### src/rtl/wgm_pkg.sv
// ----------------------------------------------------------------------------
// wgm_pkg
// Shared constants and types for the wildcard glob matcher.
// ----------------------------------------------------------------------------
package wgm_pkg;

  localparam int MAX_PATTERN_DEF = 32;

  localparam logic [1:0] KIND_CLEAR  = 2'd0;
  localparam logic [1:0] KIND_APPEND = 2'd1;
  localparam logic [1:0] KIND_TEXT   = 2'd2;
  localparam logic [1:0] KIND_END    = 2'd3;

  localparam logic [7:0] STAR_BYTE = 8'h2A;
  localparam logic [7:0] ANY_BYTE  = 8'h3F;

  typedef struct packed {
    logic step;
    logic rearm;
  } cell_ctrl_t;

endpackage

### src/rtl/wgm_cell.sv
// ----------------------------------------------------------------------------
// wgm_cell
// One pattern position: holds its pattern byte and active bit, passes the
// star closure and the advance bit on to the next position.
// ----------------------------------------------------------------------------
module wgm_cell #(
  parameter bit FIRST = 1'b0
) (
  input  logic                clk,
  input  logic                rst,
  input  wgm_pkg::cell_ctrl_t ctrl,
  input  logic [7:0]          data_byte,
  input  logic                wr,
  input  logic                valid,
  input  logic                carry_in,
  input  logic                adv_in,
  output logic                closed,
  output logic                carry_out,
  output logic                adv_out
);

  logic [7:0] pat;
  logic       act;
  logic       is_star;
  logic       hit_byte;

  assign is_star   = (pat == wgm_pkg::STAR_BYTE);
  assign hit_byte  = (pat == wgm_pkg::ANY_BYTE) || (pat == data_byte);
  assign closed    = act | carry_in;
  assign carry_out = closed & valid & is_star;
  assign adv_out   = closed & valid & ~is_star & hit_byte;

  always_ff @(posedge clk) begin
    if (wr) begin
      pat <= data_byte;
    end
  end

  always_ff @(posedge clk) begin
    if (rst) begin
      act <= FIRST;
    end else if (ctrl.rearm) begin
      act <= FIRST;
    end else if (ctrl.step) begin
      act <= carry_out | adv_in;
    end
  end

endmodule

### src/rtl/wildcard_glob_matcher_top.sv
// ----------------------------------------------------------------------------
// wildcard_glob_matcher_top
// Glob matcher over a row of pattern cells, one active bit per position.
// Latency: the result of an end-of-text beat is valid the cycle after it.
// Throughput: one beat per cycle unless stalled; text steps all cells at once.
// Reset: synchronous; clears length, overflow flag and result valid, and
// leaves only position zero active. Pattern bytes are not reset.
// ----------------------------------------------------------------------------
module wildcard_glob_matcher_top #(
  parameter int MAX_PATTERN = wgm_pkg::MAX_PATTERN_DEF
) (
  input  logic       clk,
  input  logic       rst,
  input  logic       in_valid,
  output logic       in_ready,
  input  logic [1:0] kind,
  input  logic [7:0] data_byte,
  output logic       out_valid,
  input  logic       out_ready,
  output logic       is_match,
  output logic       pattern_overflow
);

  localparam int LEN_W = $clog2(MAX_PATTERN + 1);
  localparam logic [LEN_W-1:0] LEN_MAX = LEN_W'(MAX_PATTERN);

  logic [LEN_W-1:0]       len;
  logic                   ovf;
  logic                   act_tail;
  logic                   acc;
  wgm_pkg::cell_ctrl_t    ctrl;
  logic [MAX_PATTERN-1:0] wr;
  logic [MAX_PATTERN-1:0] valid;
  logic [MAX_PATTERN-1:0] carry;
  logic [MAX_PATTERN-1:0] adv;
  logic [MAX_PATTERN-1:0] closed;
  logic [MAX_PATTERN-1:0] carry_in;
  logic [MAX_PATTERN-1:0] adv_in;
  logic                   closed_tail;
  logic                   hit;

  assign in_ready   = ~out_valid | out_ready;
  assign acc        = in_valid & in_ready;
  assign ctrl.step  = acc & (kind == wgm_pkg::KIND_TEXT);
  assign ctrl.rearm = acc & (kind != wgm_pkg::KIND_TEXT);

  assign carry_in = {carry[MAX_PATTERN-2:0], 1'b0};
  assign adv_in   = {adv[MAX_PATTERN-2:0], 1'b0};

  always_comb begin
    for (int i = 0; i < MAX_PATTERN; i++) begin
      valid[i] = (LEN_W'(i) < len);
      wr[i]    = acc && (kind == wgm_pkg::KIND_APPEND) && (len == LEN_W'(i));
    end
  end

  genvar g;
  generate
    for (g = 0; g < MAX_PATTERN; g++) begin : g_cell
      wgm_cell #(
        .FIRST(g == 0)
      ) u_cell (
        .clk      (clk),
        .rst      (rst),
        .ctrl     (ctrl),
        .data_byte(data_byte),
        .wr       (wr[g]),
        .valid    (valid[g]),
        .carry_in (carry_in[g]),
        .adv_in   (adv_in[g]),
        .closed   (closed[g]),
        .carry_out(carry[g]),
        .adv_out  (adv[g])
      );
    end
  endgenerate

  assign closed_tail = act_tail | carry[MAX_PATTERN-1];

  always_comb begin
    hit = closed_tail && (len == LEN_MAX);
    for (int i = 0; i < MAX_PATTERN; i++) begin
      hit = hit | (closed[i] && (len == LEN_W'(i)));
    end
  end

  always_ff @(posedge clk) begin
    if (rst) begin
      len      <= '0;
      ovf      <= 1'b0;
      act_tail <= 1'b0;
    end else begin
      if (ctrl.rearm) begin
        act_tail <= 1'b0;
      end else if (ctrl.step) begin
        act_tail <= adv[MAX_PATTERN-1];
      end
      if (acc && (kind == wgm_pkg::KIND_CLEAR)) begin
        len <= '0;
        ovf <= 1'b0;
      end else if (acc && (kind == wgm_pkg::KIND_APPEND)) begin
        if (len == LEN_MAX) begin
          ovf <= 1'b1;
        end else begin
          len <= len + LEN_W'(1);
        end
      end
    end
  end

  always_ff @(posedge clk) begin
    if (rst) begin
      out_valid <= 1'b0;
    end else if (acc && (kind == wgm_pkg::KIND_END)) begin
      out_valid <= 1'b1;
    end else if (out_ready) begin
      out_valid <= 1'b0;
    end
  end

  always_ff @(posedge clk) begin
    if (acc && (kind == wgm_pkg::KIND_END)) begin
      is_match         <= hit & ~ovf;
      pattern_overflow <= ovf;
    end
  end

  a_ovf_no_match: assert property (@(posedge clk) disable iff (rst)
    out_valid && pattern_overflow |-> !is_match)
    else $error("match reported with pattern overflow");

  a_len_range: assert property (@(posedge clk) disable iff (rst)
    len <= LEN_MAX)
    else $error("pattern length beyond store");

  a_end_result: assert property (@(posedge clk) disable iff (rst)
    acc && (kind == wgm_pkg::KIND_END) |=> out_valid)
    else $error("end beat gave no result");

  a_clear: assert property (@(posedge clk) disable iff (rst)
    acc && (kind == wgm_pkg::KIND_CLEAR) |=> (len == '0) && !ovf)
    else $error("clear did not reset pattern");

endmodule

### config.mk
export PLATFORM = sky130hd
export DESIGN_NAME = wildcard_glob_matcher_top
export DESIGN_NICKNAME = d
export VERILOG_FILES = /design/src/rtl/wgm_pkg.sv /design/src/rtl/wgm_cell.sv /design/src/rtl/wildcard_glob_matcher_top.sv
export SDC_FILE = /design/constraint.sdc
export NUM_CORES = 1
export LEC_CHECK = 0
export ABC_AREA = 1
export BUFFER_PORTS_ARGS = -buffer_cell sky130_fd_sc_hd__clkbuf_2
export CORE_UTILIZATION = 40
export DETAILED_ROUTE_END_ITERATION = 7
export SYNTH_ARGS = -nofsm -noshare
export SYNTH_HDL_FRONTEND = slang
export SYNTH_SLANG_ARGS = --single-unit
export TNS_END_PERCENT = 10
### constraint.sdc
create_clock -name clk -period 10.92 [get_ports clk]
set_input_delay 1.638 -clock clk [delete_from_list [all_inputs] [get_ports clk]]
set_output_delay 1.638 -clock clk [all_outputs]
set_load 0.005 [all_outputs]
==> metrics <==
CP required=11.29 ns; Slowest cell on crit path=dfxtp_1; die span in x=199 microns; Final min period=7.68 ns; vias in the first global route=10,900; TritonCTS clock tree=built; first-pass GRT wire length=60.3 mm; # setup viols final=0; Crit path arrival time=8.05 ns; Mean Syn Cell Area=between 10 and 15 sq um; drt pass-1 iters=5; Synth async-reset ratio=0%; kind of critical path=reg -> reg; largest net degree at the start of global routing=66; Post-Syn Instances=1,528; internal power=2.01 mW; initial antenna violation count=0; CP dominant cell by count=nand3_2; Syn. warnings=0; Final Hold Viols=0; CTS clock-pin slew for the worst setup and hold paths=0.06 ns; Critical Path Max Stage Delay=approximately 0.56 ns; clk buf depth=3; Die Y=around 200 microns; WP buf/inv=1; Max-Cap Viols=0; CTS sink count=between 200 and 300; area of the die=~0.04 sq mm; FP Rows=71; Slew Viols, Final=0; number of setup buffers added after CTS=0; clock skew=0.0222 ns; n_diodes=0; clk_lat worst skew=0.51 ns; grt ovf=0; fin crit share=70.3%; Routed WL=about 38 mm; RSZ-0062 raised after global routing=no; gpl congestion=0.943; utilization after layout=between 40 and 50%; Setup TNS=0 ns; hold_ws=0.499 ns; root buffer cell=clkbuf_16; worst hold path type=reg -> reg; FF+latch count, synth=299; cts repair resizes=0; Area Growth Syn to Fin=12.4%; Num CTS Buffers=34; Synth Cell Area=0.0155 sq mm; EDFF count, synth=between 200 and 300; overall power=2.55 mW; detailed-route DRC error count=0; core area=0.0378 sq mm; syn nets=approximately 1,500; proportion of power drawn by the clock network=45.5%; # H-tree levels=2; proportion of power drawn by combinational gates=5.4%; Fmax=130 MHz; Pwr Density=147 mW/mm^2; fraction of layout cells with a size suffix above 1=14.5%; Switching Share=21.1%; commonest cells after routing, fill and taps aside=258 x edfxtp_1, 199 x nand2_1, 180 x inv_1, 113 x xnor2_1, 98 x nand4_1; part of the power in registers=about half; fillers=3,504; routed vias/inst=approximately 5.4; crit end category=register; Top Family by Delay on Critical Path=simple AND/OR/NAND/NOR gates; Pleak=between 5 and 6 nW; Unique masters post-synth=between 40 and 50; drt initial violations=881; Slew HR=16.1%; peak supply drop=0.0952 mV; post-synthesis sequential area ratio=55.4%; # hold bufs at CTS=0; final net count=around 1,600; status=finished, final reports clean; post-detail-place hpwl=25.3 mm; fin cells=2,093; via count=~11,000; ANT nets after route=0; P_sw=between 0.5 and 0.6 mW; Startpoint Class=register; most common cell after layout, fill and taps aside=edfxtp_1; port buffer count=17; critical-path maximum fanout=11; drt wl/cell=about 18 microns; post-placement cell count=2,031; Synth Flop Type=edfxtp_1; Total Routing Usage GR=19.8%; Starting Density=40.8%; slew of the pin with the lowest slew margin=between 1 and 1.5 ns; Ports=18
area by class of cell:
class / instances / area [sq um] / share of cell area, %
well taps: 511 / 639 / 3.68
flip-flops and latches: 299 / 8570 / 49.3
multi-input cells: 985 / 5970 / 34.4
clock buffers: 57 / 1040 / 5.99
inverters: 185 / 696 / 4.01
repair buffers: 51 / 343 / 1.97
clock inverters: 5 / 105 / 0.605
state kept, by name, indices dropped and copies added, names as in the netlist:
register	cells
is_match	1
g_cell.u_cell.act	32
g_cell.u_cell.pat	256
out_valid	1
len	6
act_tail	1
pattern_overflow	1
ovf	1
per-stage QoR:
step	cell area, sq um	setup WS [ns]
floorplan	15500	4.57
global placement	16200	3.66
detailed placement	16200	3.31
CTS	17400	3.27
global route	17400	2.40
finish	17400	3.24
synthesized netlist by cell type, drive strengths merged, types with 7 or more instances:
cell / n / share of area [%]
buf: 13 / 0.36
a31oi: 30 / 1.2
o32ai: 11 / 0.62
nand2: 230 / 6.1
nor4: 49 / 2.1
nand3: 104 / 4.4
edfxtp: 258 / 50
a21oi: 16 / 0.54
or2: 54 / 2.2
nand4: 98 / 4.0
o41ai: 14 / 0.79
nor2: 88 / 2.2
xor2: 39 / 2.2
nor3b: 7 / 0.34
inv: 181 / 4.4
o21ai: 44 / 1.5
dfxtp: 41 / 5.3
clkbuf: 46 / 1.1
xnor2: 113 / 6.4
nor3: 41 / 1.4
o2111ai: 16 / 0.91
metal layers:
metal  global-route usage [%]  part of all wire, %  vias to the layer above
met5                        0                    0                        -
met3                     2.68                  5.6                       61
met4                     5.50                  2.3                        0
met1                     27.9                   47                     5509
met2                     31.7                   45                      310
li1                         -                    -                     5480
kinds of logic (layout without fill, tap and decap cells):
| group | Yosys count | count (layout) | synth area share [%] |
|---|---|---|---|
| DFF | 299 | 299 | 55.4 |
| buffers and inverters | 244 | 298 | 5.97 |
| xor gates and xnor gates | 152 | 152 | 8.61 |
| AOI/OAI and AO/OA | 150 | 150 | 6.70 |
| adders and majority gates | 3 | 3 | 0.243 |
| and+or+nand+nor | 680 | 680 | 23.0 |
power by group through the flow:
stage                     registers, mW  clock network (mW)  logic (mW)
final                              1.25                1.16       0.138
after global routing               1.25                1.23       0.153
after CTS                          1.25                1.18       0.140
after detailed placement           1.27                   0       0.139
after global placement             1.27                   0       0.138
after floorplan                    1.27                   0      0.0865
path summary, 6_finish.rpt:
kind              startpoint                to  slack, ns  depth (start not counted)
hold reg to reg          ovf  pattern_overflow       0.50                          0
setup reg to reg      len[1]          is_match       3.24                         65
setup / recovery      len[1]          is_match       3.24                         65
hold / removal           ovf  pattern_overflow       0.50                          0
No activity file was read; power rests on OpenSTA's default activity.
